`src/rtl/dne_pkg.sv`:
```
// Shared types and constants of the delta nibble encoder.
package dne_pkg;

    // Stream mode, one-hot
    typedef enum logic [2:0] {
        MODE_WORD = 3'b001,
        MODE_BYTE = 3'b010,
        MODE_NIB  = 3'b100
    } t_mode;

    // Escape codes of the packed stream
    localparam logic [15:0] ESC_ENTER_BYTE = 16'h8000;
    localparam logic [7:0]  ESC_ENTER_NIB  = 8'h80;
    localparam logic [7:0]  ESC_TO_WORD    = 8'h81;
    localparam logic [3:0]  ESC_LEAVE_NIB  = 4'h8;

    // Most negative sample and the value it saturates to
    localparam logic [15:0] SAMPLE_MIN = 16'h8000;
    localparam logic [15:0] SAMPLE_SAT = 16'h8001;

    localparam int unsigned MAX_NIBS = 7;

    // Coder state carried from one sample to the next
    typedef struct packed {
        t_mode              mode;
        logic signed [15:0] prev_sample;
        logic signed [16:0] prev_diff;
    } t_state;

    localparam t_state STATE_RESET = '{mode: MODE_WORD, prev_sample: '0, prev_diff: '0};

    // All nibbles caused by one sample, in stream order
    typedef struct packed {
        logic [MAX_NIBS-1:0][3:0] nib;
        logic [2:0]               cnt;
    } t_frame;

endpackage

```
`src/rtl/delta_nibble_encoder_top.sv`:
```
// Top level of the adaptive delta / delta-delta nibble encoder.
//
// Usage:
//   Slave channel s_axis takes one word per sample: tdata carries the signed
//   16-bit sample, tuser the restart flag (word mode, history cleared before
//   this sample is coded).
//   Master channel m_axis gives the packed code stream, one nibble per word in
//   tdata[3:0]; tlast marks the final nibble caused by each sample.
//   Each sample causes 1 to 7 nibbles. The first nibble is presented once the
//   sample has passed the input register and then the frame buffer. The output
//   side runs at one nibble per cycle while m_axis_tready stays high; a frame
//   holds from 1 nibble (nibble mode, small second difference) up to 7 (mode
//   escapes plus raw word). The input register takes the next sample while the
//   frame buffer still drains, and the frame of a sample held there follows the
//   last nibble without a gap.
//   A receiver stall holds the current nibble; once the input register is
//   also full, s_axis_tready drops until the frame drains.
//   Reset (synchronous, active low) empties both registers and returns the
//   coder to word mode with zero history.
module delta_nibble_encoder_top
    import dne_pkg::*;
(
    input  logic        i_clk,
    input  logic        i_rst_n,
    input  logic        s_axis_tvalid,
    output logic        s_axis_tready,
    input  logic [15:0] s_axis_tdata,   // [15:0] sample
    input  logic        s_axis_tuser,   // [0] first
    output logic        m_axis_tvalid,
    input  logic        m_axis_tready,
    output logic [7:0]  m_axis_tdata,   // [3:0] nibble, [7:4] zero
    output logic        m_axis_tlast
);

    logic        r_in_vld;
    logic [15:0] r_in_sample;
    logic        r_in_first;
    logic        r_buf_vld;
    t_frame      r_buf;
    logic [2:0]  r_idx;
    t_state      r_state;

    t_frame      n_frame;
    t_state      n_state;
    logic        load;
    logic        out_fire;
    logic        buf_last;

    dne_encode u_encode (
        .i_sample (r_in_sample),
        .i_first  (r_in_first),
        .i_state  (r_state),
        .o_frame  (n_frame),
        .o_state  (n_state)
    );

    // Handshake and frame hand-over
    assign buf_last      = (r_idx == (r_buf.cnt - 3'd1));
    assign out_fire      = r_buf_vld && m_axis_tready;
    assign load          = r_in_vld && (!r_buf_vld || (out_fire && buf_last));
    assign s_axis_tready = !r_in_vld || load;

    assign m_axis_tvalid = r_buf_vld;
    assign m_axis_tdata  = {4'h0, r_buf.nib[r_idx]};
    assign m_axis_tlast  = buf_last;

    // Input register
    always_ff @(posedge i_clk) begin
        if (!i_rst_n) begin
            r_in_vld <= 1'b0;
        end else if (s_axis_tvalid && s_axis_tready) begin
            r_in_vld <= 1'b1;
        end else if (load) begin
            r_in_vld <= 1'b0;
        end
    end

    always_ff @(posedge i_clk) begin
        if (s_axis_tvalid && s_axis_tready) begin
            r_in_sample <= s_axis_tdata;
            r_in_first  <= s_axis_tuser;
        end
    end

    // Frame buffer: load a coded frame, advance one nibble per word
    always_ff @(posedge i_clk) begin
        if (!i_rst_n) begin
            r_buf_vld <= 1'b0;
            r_idx     <= '0;
        end else if (load) begin
            r_buf_vld <= 1'b1;
            r_idx     <= '0;
        end else if (out_fire) begin
            if (buf_last) begin
                r_buf_vld <= 1'b0;
            end else begin
                r_idx <= r_idx + 3'd1;
            end
        end
    end

    always_ff @(posedge i_clk) begin
        if (load) begin
            r_buf <= n_frame;
        end
    end

    // Coder state advances as each sample is coded
    always_ff @(posedge i_clk) begin
        if (!i_rst_n) begin
            r_state <= STATE_RESET;
        end else if (load) begin
            r_state <= n_state;
        end
    end

endmodule

```
`src/rtl/dne_encode.sv`:
```
// Combinational coder: one sample and the coder state to a nibble frame and next state.
module dne_encode
    import dne_pkg::*;
(
    input  logic [15:0] i_sample,
    input  logic        i_first,
    input  t_state      i_state,
    output t_frame      o_frame,
    output t_state      o_state
);

    logic signed [15:0] s;
    logic signed [16:0] d;
    logic signed [17:0] d2;
    t_state             cur;
    logic               byte_ok;
    logic               nib_ok;
    logic [7:0]         db;
    logic [3:0]         dn;

    always_comb begin
        // Saturate the escape value and apply restart
        s   = (i_sample == SAMPLE_MIN) ? SAMPLE_SAT : i_sample;
        cur = i_first ? STATE_RESET : i_state;

        // First and second differences
        d       = {s[15], s} - {cur.prev_sample[15], cur.prev_sample};
        d2      = {d[16], d} - {cur.prev_diff[16], cur.prev_diff};
        byte_ok = (d <= 17'sd127) && (d >= -17'sd126);
        nib_ok  = (d2 <= 18'sd7) && (d2 >= -18'sd7);
        db      = d[7:0];
        dn      = d2[3:0];

        o_frame       = '0;
        o_state.mode  = MODE_WORD;
        o_state.prev_sample = s;
        o_state.prev_diff   = d;

        case (cur.mode)
            MODE_BYTE: begin
                if (!byte_ok) begin
                    // back to word mode with the raw sample
                    o_frame.nib[0] = ESC_TO_WORD[7:4];
                    o_frame.nib[1] = ESC_TO_WORD[3:0];
                    o_frame.nib[2] = s[7:4];
                    o_frame.nib[3] = s[3:0];
                    o_frame.nib[4] = s[15:12];
                    o_frame.nib[5] = s[11:8];
                    o_frame.cnt    = 3'd6;
                    o_state.mode   = MODE_WORD;
                end else if (nib_ok) begin
                    o_frame.nib[0] = ESC_ENTER_NIB[7:4];
                    o_frame.nib[1] = ESC_ENTER_NIB[3:0];
                    o_frame.nib[2] = dn;
                    o_frame.cnt    = 3'd3;
                    o_state.mode   = MODE_NIB;
                end else begin
                    o_frame.nib[0] = db[7:4];
                    o_frame.nib[1] = db[3:0];
                    o_frame.cnt    = 3'd2;
                    o_state.mode   = MODE_BYTE;
                end
            end
            MODE_NIB: begin
                if (nib_ok) begin
                    o_frame.nib[0] = dn;
                    o_frame.cnt    = 3'd1;
                    o_state.mode   = MODE_NIB;
                end else if (byte_ok) begin
                    // leave nibble mode, then a byte difference
                    o_frame.nib[0] = ESC_LEAVE_NIB;
                    o_frame.nib[1] = db[7:4];
                    o_frame.nib[2] = db[3:0];
                    o_frame.cnt    = 3'd3;
                    o_state.mode   = MODE_BYTE;
                end else begin
                    o_frame.nib[0] = ESC_LEAVE_NIB;
                    o_frame.nib[1] = ESC_TO_WORD[7:4];
                    o_frame.nib[2] = ESC_TO_WORD[3:0];
                    o_frame.nib[3] = s[7:4];
                    o_frame.nib[4] = s[3:0];
                    o_frame.nib[5] = s[15:12];
                    o_frame.nib[6] = s[11:8];
                    o_frame.cnt    = 3'd7;
                    o_state.mode   = MODE_WORD;
                end
            end
            default: begin
                // word mode
                if (byte_ok) begin
                    o_frame.nib[0] = ESC_ENTER_BYTE[7:4];
                    o_frame.nib[1] = ESC_ENTER_BYTE[3:0];
                    o_frame.nib[2] = ESC_ENTER_BYTE[15:12];
                    o_frame.nib[3] = ESC_ENTER_BYTE[11:8];
                    o_frame.nib[4] = db[7:4];
                    o_frame.nib[5] = db[3:0];
                    o_frame.cnt    = 3'd6;
                    o_state.mode   = MODE_BYTE;
                end else begin
                    o_frame.nib[0] = s[7:4];
                    o_frame.nib[1] = s[3:0];
                    o_frame.nib[2] = s[15:12];
                    o_frame.nib[3] = s[11:8];
                    o_frame.cnt    = 3'd4;
                    o_state.mode   = MODE_WORD;
                end
            end
        endcase
    end

endmodule

```
`config.mk`:
```
export PLATFORM = sky130hd
export DESIGN_NAME = delta_nibble_encoder_top
export DESIGN_NICKNAME = d
export VERILOG_FILES = /design/src/rtl/dne_pkg.sv /design/src/rtl/delta_nibble_encoder_top.sv /design/src/rtl/dne_encode.sv
export SDC_FILE = /design/constraint.sdc
export NUM_CORES = 1
export LEC_CHECK = 0
export ABC_AREA = 1
export BUFFER_PORTS_ARGS = -buffer_cell sky130_fd_sc_hd__clkbuf_2
export CAP_MARGIN = 0
export CELL_PAD_IN_SITES_DETAIL_PLACEMENT = 0
export CELL_PAD_IN_SITES_GLOBAL_PLACEMENT = 1
export CORE_MARGIN = 2
export CORE_UTILIZATION = 35
export CTS_CLUSTER_SIZE = 8
export DETAILED_ROUTE_END_ITERATION = 7
export PLACE_DENSITY = 0.66
export SYNTH_ARGS = -nofsm -noshare
export SYNTH_HDL_FRONTEND = slang
export SYNTH_SLANG_ARGS = --single-unit
```
`constraint.sdc`:
```
create_clock -name i_clk -period 5.05 [get_ports i_clk]
set_input_delay 0.505 -clock i_clk [delete_from_list [all_inputs] [get_ports i_clk]]
set_output_delay 0.505 -clock i_clk [all_outputs]
set_load 0.01 [all_outputs]
```
==> results of run 1 <==
[worst max-delay path by stage]
stage                                    from  slack, ps                   to
finish              r_in_sample[15]$_DFFE_PP_        250   r_buf[3]$_DFFE_PP_
global route        r_in_sample[15]$_DFFE_PP_        -40   r_buf[5]$_DFFE_PP_
CTS                 r_in_sample[14]$_DFFE_PP_         20  r_buf[20]$_DFFE_PP_
detailed placement   r_in_sample[9]$_DFFE_PP_       -210  r_buf[11]$_DFFE_PP_
global placement    r_in_sample[11]$_DFFE_PP_       -200  r_buf[11]$_DFFE_PP_
floorplan                r_in_first$_DFFE_PP_        360   r_buf[3]$_DFFE_PP_
[placed cells by master, fill, tap and decap left out, drive strengths merged, types with 8 or more instances in the layout]
master / netlist / final
a21oi: 30 / 30
o22ai: 8 / 8
nand3: 78 / 78
xor2: 20 / 20
clkbuf: 29 / 37
buf: 9 / 59
edfxtp: 48 / 48
ha: 31 / 31
nor2: 76 / 76
nand2: 225 / 226
o21ai: 47 / 47
a31oi: 8 / 8
inv: 110 / 114
nor4: 8 / 8
o211ai: 8 / 8
nand4: 15 / 15
dfxtp: 41 / 41
nor3: 8 / 8
[worst reg2reg max path, cell delays in order (launching register included)]
cell	delay (ps)
edfxtp_1	400
inv_2	90
nor4_4	50
a41oi_2	210
ha_2	250
inv_2	60
fa_2	420
a21oi_4	210
nand3b_1	160
nand2_2	110
a21oi_4	190
o21bai_1	90
xor2_1	270
inv_2	100
ha_4	280
nand2_1	110
nor2_1	70
a211oi_2	240
nand2_2	130
xor2_1	190
nand4_1	180
a21oi_4	260
nand2_4	140
buf_4	170
nand3_1	60
o211ai_1	110
[what timing repair did]
item	CTS	global route
setup buffers	0	17
setup endpoints to repair	33	34
gates resized for setup	9	72
pin swaps	0	30
gates cloned	0	1
[kinds of logic (layout without fill, tap and decap cells)]
kind of cell               Yosys count  in the layout  share of synthesized area [%]
and+or+nand+nor                    418            419                           30.6
buffers and inverters              150            214                           9.85
AOI/OAI and AO/OA                  128            128                           12.7
DFF                                 89             89                           36.4
adders and majority gates           33             33                           6.89
xor gates and xnor gates            23             23                           3.55
other                                1              4                         0.0604
[power by group]
part | switching [W] | internal [W] | leakage, nW
clock network | 0.000312 | 0.000342 | 0.136
logic | 0.000573 | 0.000373 | 2.35
registers | 0.0000250 | 0.000809 | 0.781
total | 0.000910 | 0.00152 | 3.27
[per-stage QoR]
step	cell area, um^2	power, W	std cells	TNS (ps)	hold slack, ps
6_report	7560	0.00243	1135	0	330
5_1_grt	7560	0.00257	1135	-208	313
4_1_cts	7090	0.00229	1117	0	315
3_5_place_dp	6770	0.00162	1101	-2760	450
3_3_place_gp	6770	0.00162	1101	-2700	442
2_1_floorplan	6220	0.00139	845	0	426
[flip-flops by register name, summed over array words and instances, names as in the netlist]
signal	flops
r_idx	3
r_buf	31
r_in_vld	1
r_in_sample	16
r_in_first	1
r_state	36
m_axis_tvalid	1
[routing by layer]
layer | share of wire [%] | GRT usage (%) | wire [um] | up-vias
li1 | - | - | - | 2900
met1 | 44 | 28.1 | 8850 | 2751
met2 | 47 | 36.8 | 9440 | 150
met3 | 5.7 | 4.53 | 1140 | 34
met4 | 2.6 | 7.27 | 510 | 0
met5 | 0 | 0 | 0 | -
[final cells by class]
cell class / count / area share (%)
multi-input cells: 607 / 49.3
flip-flops and latches: 89 / 29.9
well taps: 225 / 3.72
clock buffers: 10 / 3.03
clock inverters: 6 / 0.662
inverters: 112 / 5.62
repair buffers: 86 / 7.74
==> flow_summary.toml, run 1 <==
[clock_network]
cts_buffer_depth = 2
cts.sinks = 89
cts_tree = "done"
clk_pin_slew_ps = 70
clk_latency_ps = 350
cts_buffers = 9
ctsHoldBuffers = 0
clockRootBuffer = "clkbuf_16"
htreeDepth = 3

[cells_and_area]
seqCellArea_mm2 = 0.00226
n_fill_cell = 1772
area_growth_pct = 21.8
fin_nets = 959
layout-drive-gt1-share_pct = 22.6
antenna_cells = 0
multi_input_area_mm2 = 0.00373
fin_util_pct = 43.7

[synth]
yosysMostFrequentCell = "nand2_1"
async_reset_ff_share_pct = 0
netlist.area_leader.share_pct = 23.2
ys_types = 54
synth-seq-cells = 89
synthFlopType = "edfxtp_1"
synth_area_per_cell_um2 = 7.38
syn_area_mm2 = 0.00621
synth_edf_count = 48
postSynthCellCount = 842
synth_common_cells = "211 x nand2_1, 106 x inv_1, 70 x nand3_1"
yosysTopAreaCell = "edfxtp_1"
synth_warnings = 0
seq_area_frac_synth_pct = 36.4
synth.area.top_cells = "edfxtp_1 23%, dfxtp_1 13%, nand2_1 13%"

[grt]
antenna_found_initial = 0
grt_max_degree = 38
grt_overflow = 0
globalRouteTotalUtil_pct = 21.9
grt_pass1_vias = 5676
grt_pass1_wl_um = 30800

[detailed_routing]
wl_per_cell_um = 17.6
avgViaCountPerCell = 5.14
finalWirelength_um = 19900
dr.pass1.iters = 5
ant_nets = 0
drt_iter0_drc = 398
num_vias = 5835
drc = 0

[timing]
setup_viol = 0
final.setup.worst_slack_ps = 250
skew_ps = 9.63
relSlewSlack_pct = 44.2
fmax_ghz = 0.208
hold_viol = 0
period_minus_slack_ps = 4800
period_share_pct = 95.0
worstMarginPinSlew_ps = 833
slew_violations = 0

[die]
core.rowCount = 48
ios = 32
die_x_um = 137
core_region_area_mm2 = 0.0173
die-area_mm2 = 0.0188
fp.dieH_um = 137
start_util_pct = 35.9

[worst_setup_path]
r2r_slack_ps = 250
worstPathRequired_ps = 5130
critPathTopFamily = "compound AO/OA/AOI/OAI gates"
reg2reg_depth = 25
critPathKind = "reg -> reg"
slowest_delay_ps = 420
cp.depth = 25
regToRegStartpoint = "r_in_sample[15]$_DFFE_PP_"
slowest_stage = "fa_2"
r2r_end = "r_buf[3]$_DFFE_PP_"
start_kind = "flip-flop"
cp.buffers_inverters = 4
path_max_fanout = 6
cp.arrival_ps = 4880
critPathCaptureType = "flip-flop"

[hold_path]
min_to = "r_in_sample[14]$_DFFE_PP_"
hold_start = "s_axis_tdata[14]"
hold_path_class = "in -> reg"
hold-path-cell-count = 1

[run_status]
status = "finished, final reports clean"

[power]
power.density_mw_per_mm2 = 322
power.leakage_nw = 3.27
peakVddDrop_v = 0.000163

[placement]
hpwl_um = 15700
dp_slack_ps = -208
place_congestion = 0.872
port_buffers = 27

[run]
cap_violations = 0
No activity file was read; power rests on OpenSTA's default activity.
==> inputs of run 2 (changes only) <==
--- a/config.mk
+++ b/config.mk
@@ -12,9 +12,11 @@
 export CELL_PAD_IN_SITES_GLOBAL_PLACEMENT = 1
 export CORE_MARGIN = 2
 export CORE_UTILIZATION = 35
+export CTS_BUF_LIST = sky130_fd_sc_hd__clkbuf_4 sky130_fd_sc_hd__clkbuf_8 sky130_fd_sc_hd__clkbuf_16
 export CTS_CLUSTER_SIZE = 8
 export DETAILED_ROUTE_END_ITERATION = 7
-export PLACE_DENSITY = 0.66
+export PLACE_DENSITY = 0.63
+export REMOVE_ABC_BUFFERS = 1
 export SYNTH_ARGS = -nofsm -noshare
 export SYNTH_HDL_FRONTEND = slang
 export SYNTH_SLANG_ARGS = --single-unit
==> constraint.sdc (replaced) <==
create_clock -name i_clk -period 5.95 [get_ports i_clk]
set_input_delay 0.595 -clock i_clk [delete_from_list [all_inputs] [get_ports i_clk]]
set_output_delay 0.595 -clock i_clk [all_outputs]
set_load 0.01 [all_outputs]
==> flow_summary.toml, run 2 (same netlist as run 1, synthesis figures left out) <==
[run_status]
status = "finished, final reports clean"

[power]
total_power_w = 0.00189
power.density_mw_per_mm2 = 273
power.leakage_nw = 3.05
peakVddDrop_v = 0.000138

[detailed_routing]
num_vias = 5675
wl_per_cell_um = 18.2
dr.pass1.iters = 7
route.met3.wl_um = 756
avgViaCountPerCell = 5.18
drc = 0
finalWirelength_um = 19900
wl_met2_um = 9390
wl_met1_um = 9190
top_layer = "met5"
ant_nets = 0
drt_iter0_drc = 357

[cells_and_area]
largest_reg_flops = 36
layout-drive-gt1-share_pct = 13.1
reg_top3 = "r_state (36), r_buf (31), r_in_sample (16)"
layout_common_cells = "211 x nand2_1, 106 x inv_1, 70 x nand3_1"
n_fill_cell = 1848
antenna_cells = 0
fin_nets = 920
layout_commonest_cell = "nand2_1"
top_register = "r_state"
area_growth_pct = 11.5

[grt]
grt_pass1_wl_um = 31400
globalRouteTotalUtil_pct = 22.4
grt_pass1_vias = 5582
antenna_found_initial = 1
grt_max_degree = 38
grt_overflow = 0

[worst_setup_path]
reg2reg_depth = 29
slowest_delay_ps = 500
critPathKind = "reg -> reg"
cpMostUsedCell = "nand2_1"
critPathCaptureType = "flip-flop"
start_kind = "flip-flop"
worstPathRequired_ps = 6040
cp.depth = 29
critPathTopFamily = "simple AND/OR/NAND/NOR gates"
slowest_stage = "edfxtp_1"
path_max_fanout = 16
cp.arrival_ps = 5520
cp.buffers_inverters = 4

[run]
cap_violations = 0

[die]
ios = 32
die-area_mm2 = 0.0188
start_util_pct = 35.9
core.rowCount = 48
core_region_area_mm2 = 0.0173
fp.dieH_um = 137
die_x_um = 137

[timing]
hold_viol = 0
skew_ps = 12.8
period_minus_slack_ps = 5430
fmax_ghz = 0.184
rsz0062_at_grt = "no"
worstMarginPinSlew_ps = 894
period_share_pct = 91.2
slew_violations = 0
fin_setup_tns_ps = 0
timing.hold.ws_ps = 412
relSlewSlack_pct = 40.4
setup_viol = 0

[clock_network]
cts.sinks = 89
clockRootBuffer = "clkbuf_16"
cts_buffer_depth = 2
htreeDepth = 3
cts_tree = "done"
clk_latency_ps = 350
cts_buffers = 9
clk_pin_slew_ps = 70
ctsHoldBuffers = 0

[placement]
hpwl_um = 15700
port_buffers = 27
place_congestion = 0.895

[hold_path]
hold-path-cell-count = 1
hold_path_class = "in -> reg"
==> run 2: cell types whose count changed in the layout (fill, tap and decap cells not counted), moves of 8 or more <==
| cell | previous run | this run |
|---|---|---|
| buf_4 | 57 | 21 |
| ha_1 | 23 | 31 |
| xor2_1 | 10 | 18 |
| xor2_2 | 9 | 1 |
==> run 2: timing repair <==
| item | in CTS | in global routing |
|---|---|---|
| setup endpoints to repair | 0 | 21 |
| gates resized for setup | 0 | 4 |
| buffers inserted | 0 | 2 |
==> run 2: where the power goes <==
group	leakage (nW)	internal (W)	switching, W
Clock	0.141	0.000293	0.000274
Sequential	0.781	0.000687	0.0000232
Combinational	2.13	0.000206	0.000410
==> run 2: worst reg2reg max path, delay by kind of cell (launching register included) <==
kind | cells | cell delay [ps]
buffers and inverters | 4 | 420
DFF | 1 | 500
and+or+nand+nor | 16 | 2240
xor gates and xnor gates | 1 | 280
adders and majority gates | 3 | 890
AOI/OAI and AO/OA | 5 | 850
==> run 2: final timing paths <==
| path | from | endpoint | slack (ps) |
|---|---|---|---|
| worst max-delay path | r_in_sample[11]$_DFFE_PP_ | r_buf[18]$_DFFE_PP_ | 520 |
| worst min-delay path | s_axis_tdata[9] | r_in_sample[9]$_DFFE_PP_ | 410 |
| worst max register to register | r_in_sample[11]$_DFFE_PP_ | r_buf[18]$_DFFE_PP_ | 520 |
| worst min register to register | r_state[31]$_SDFFE_PN0P_ | r_state[31]$_SDFFE_PN0P_ | 460 |
==> run 2: final cells by class <==
type	instances	area, um^2	area share, %
clock buffers	9	225	3.25
clock inverters	7	61.3	0.885
inverters	112	425	6.14
multi-input cells	606	3380	48.8
flip-flops and latches	89	2260	32.7
well taps	225	282	4.06
repair buffers	48	293	4.23
==> run 2: metal layers <==
| layer | GRT usage [%] | up-vias |
|---|---|---|
| li1 | - | 2837 |
| met1 | 28.9 | 2659 |
| met2 | 37.9 | 139 |
| met3 | 3.24 | 38 |
| met4 | 8.42 | 2 |
| met5 | 0 | - |
==> run 2: stage by stage <==
step	std cells	area (um^2)	setup slack, ps	utilization [%]
2_1_floorplan	807	6040	1430	-
3_3_place_gp	1078	6600	526	38.2
3_5_place_dp	1078	6600	443	38.2
4_1_cts	1094	6890	406	39.8
5_1_grt	1096	6930	8.76	40.0
6_report	1096	6930	522	40.0
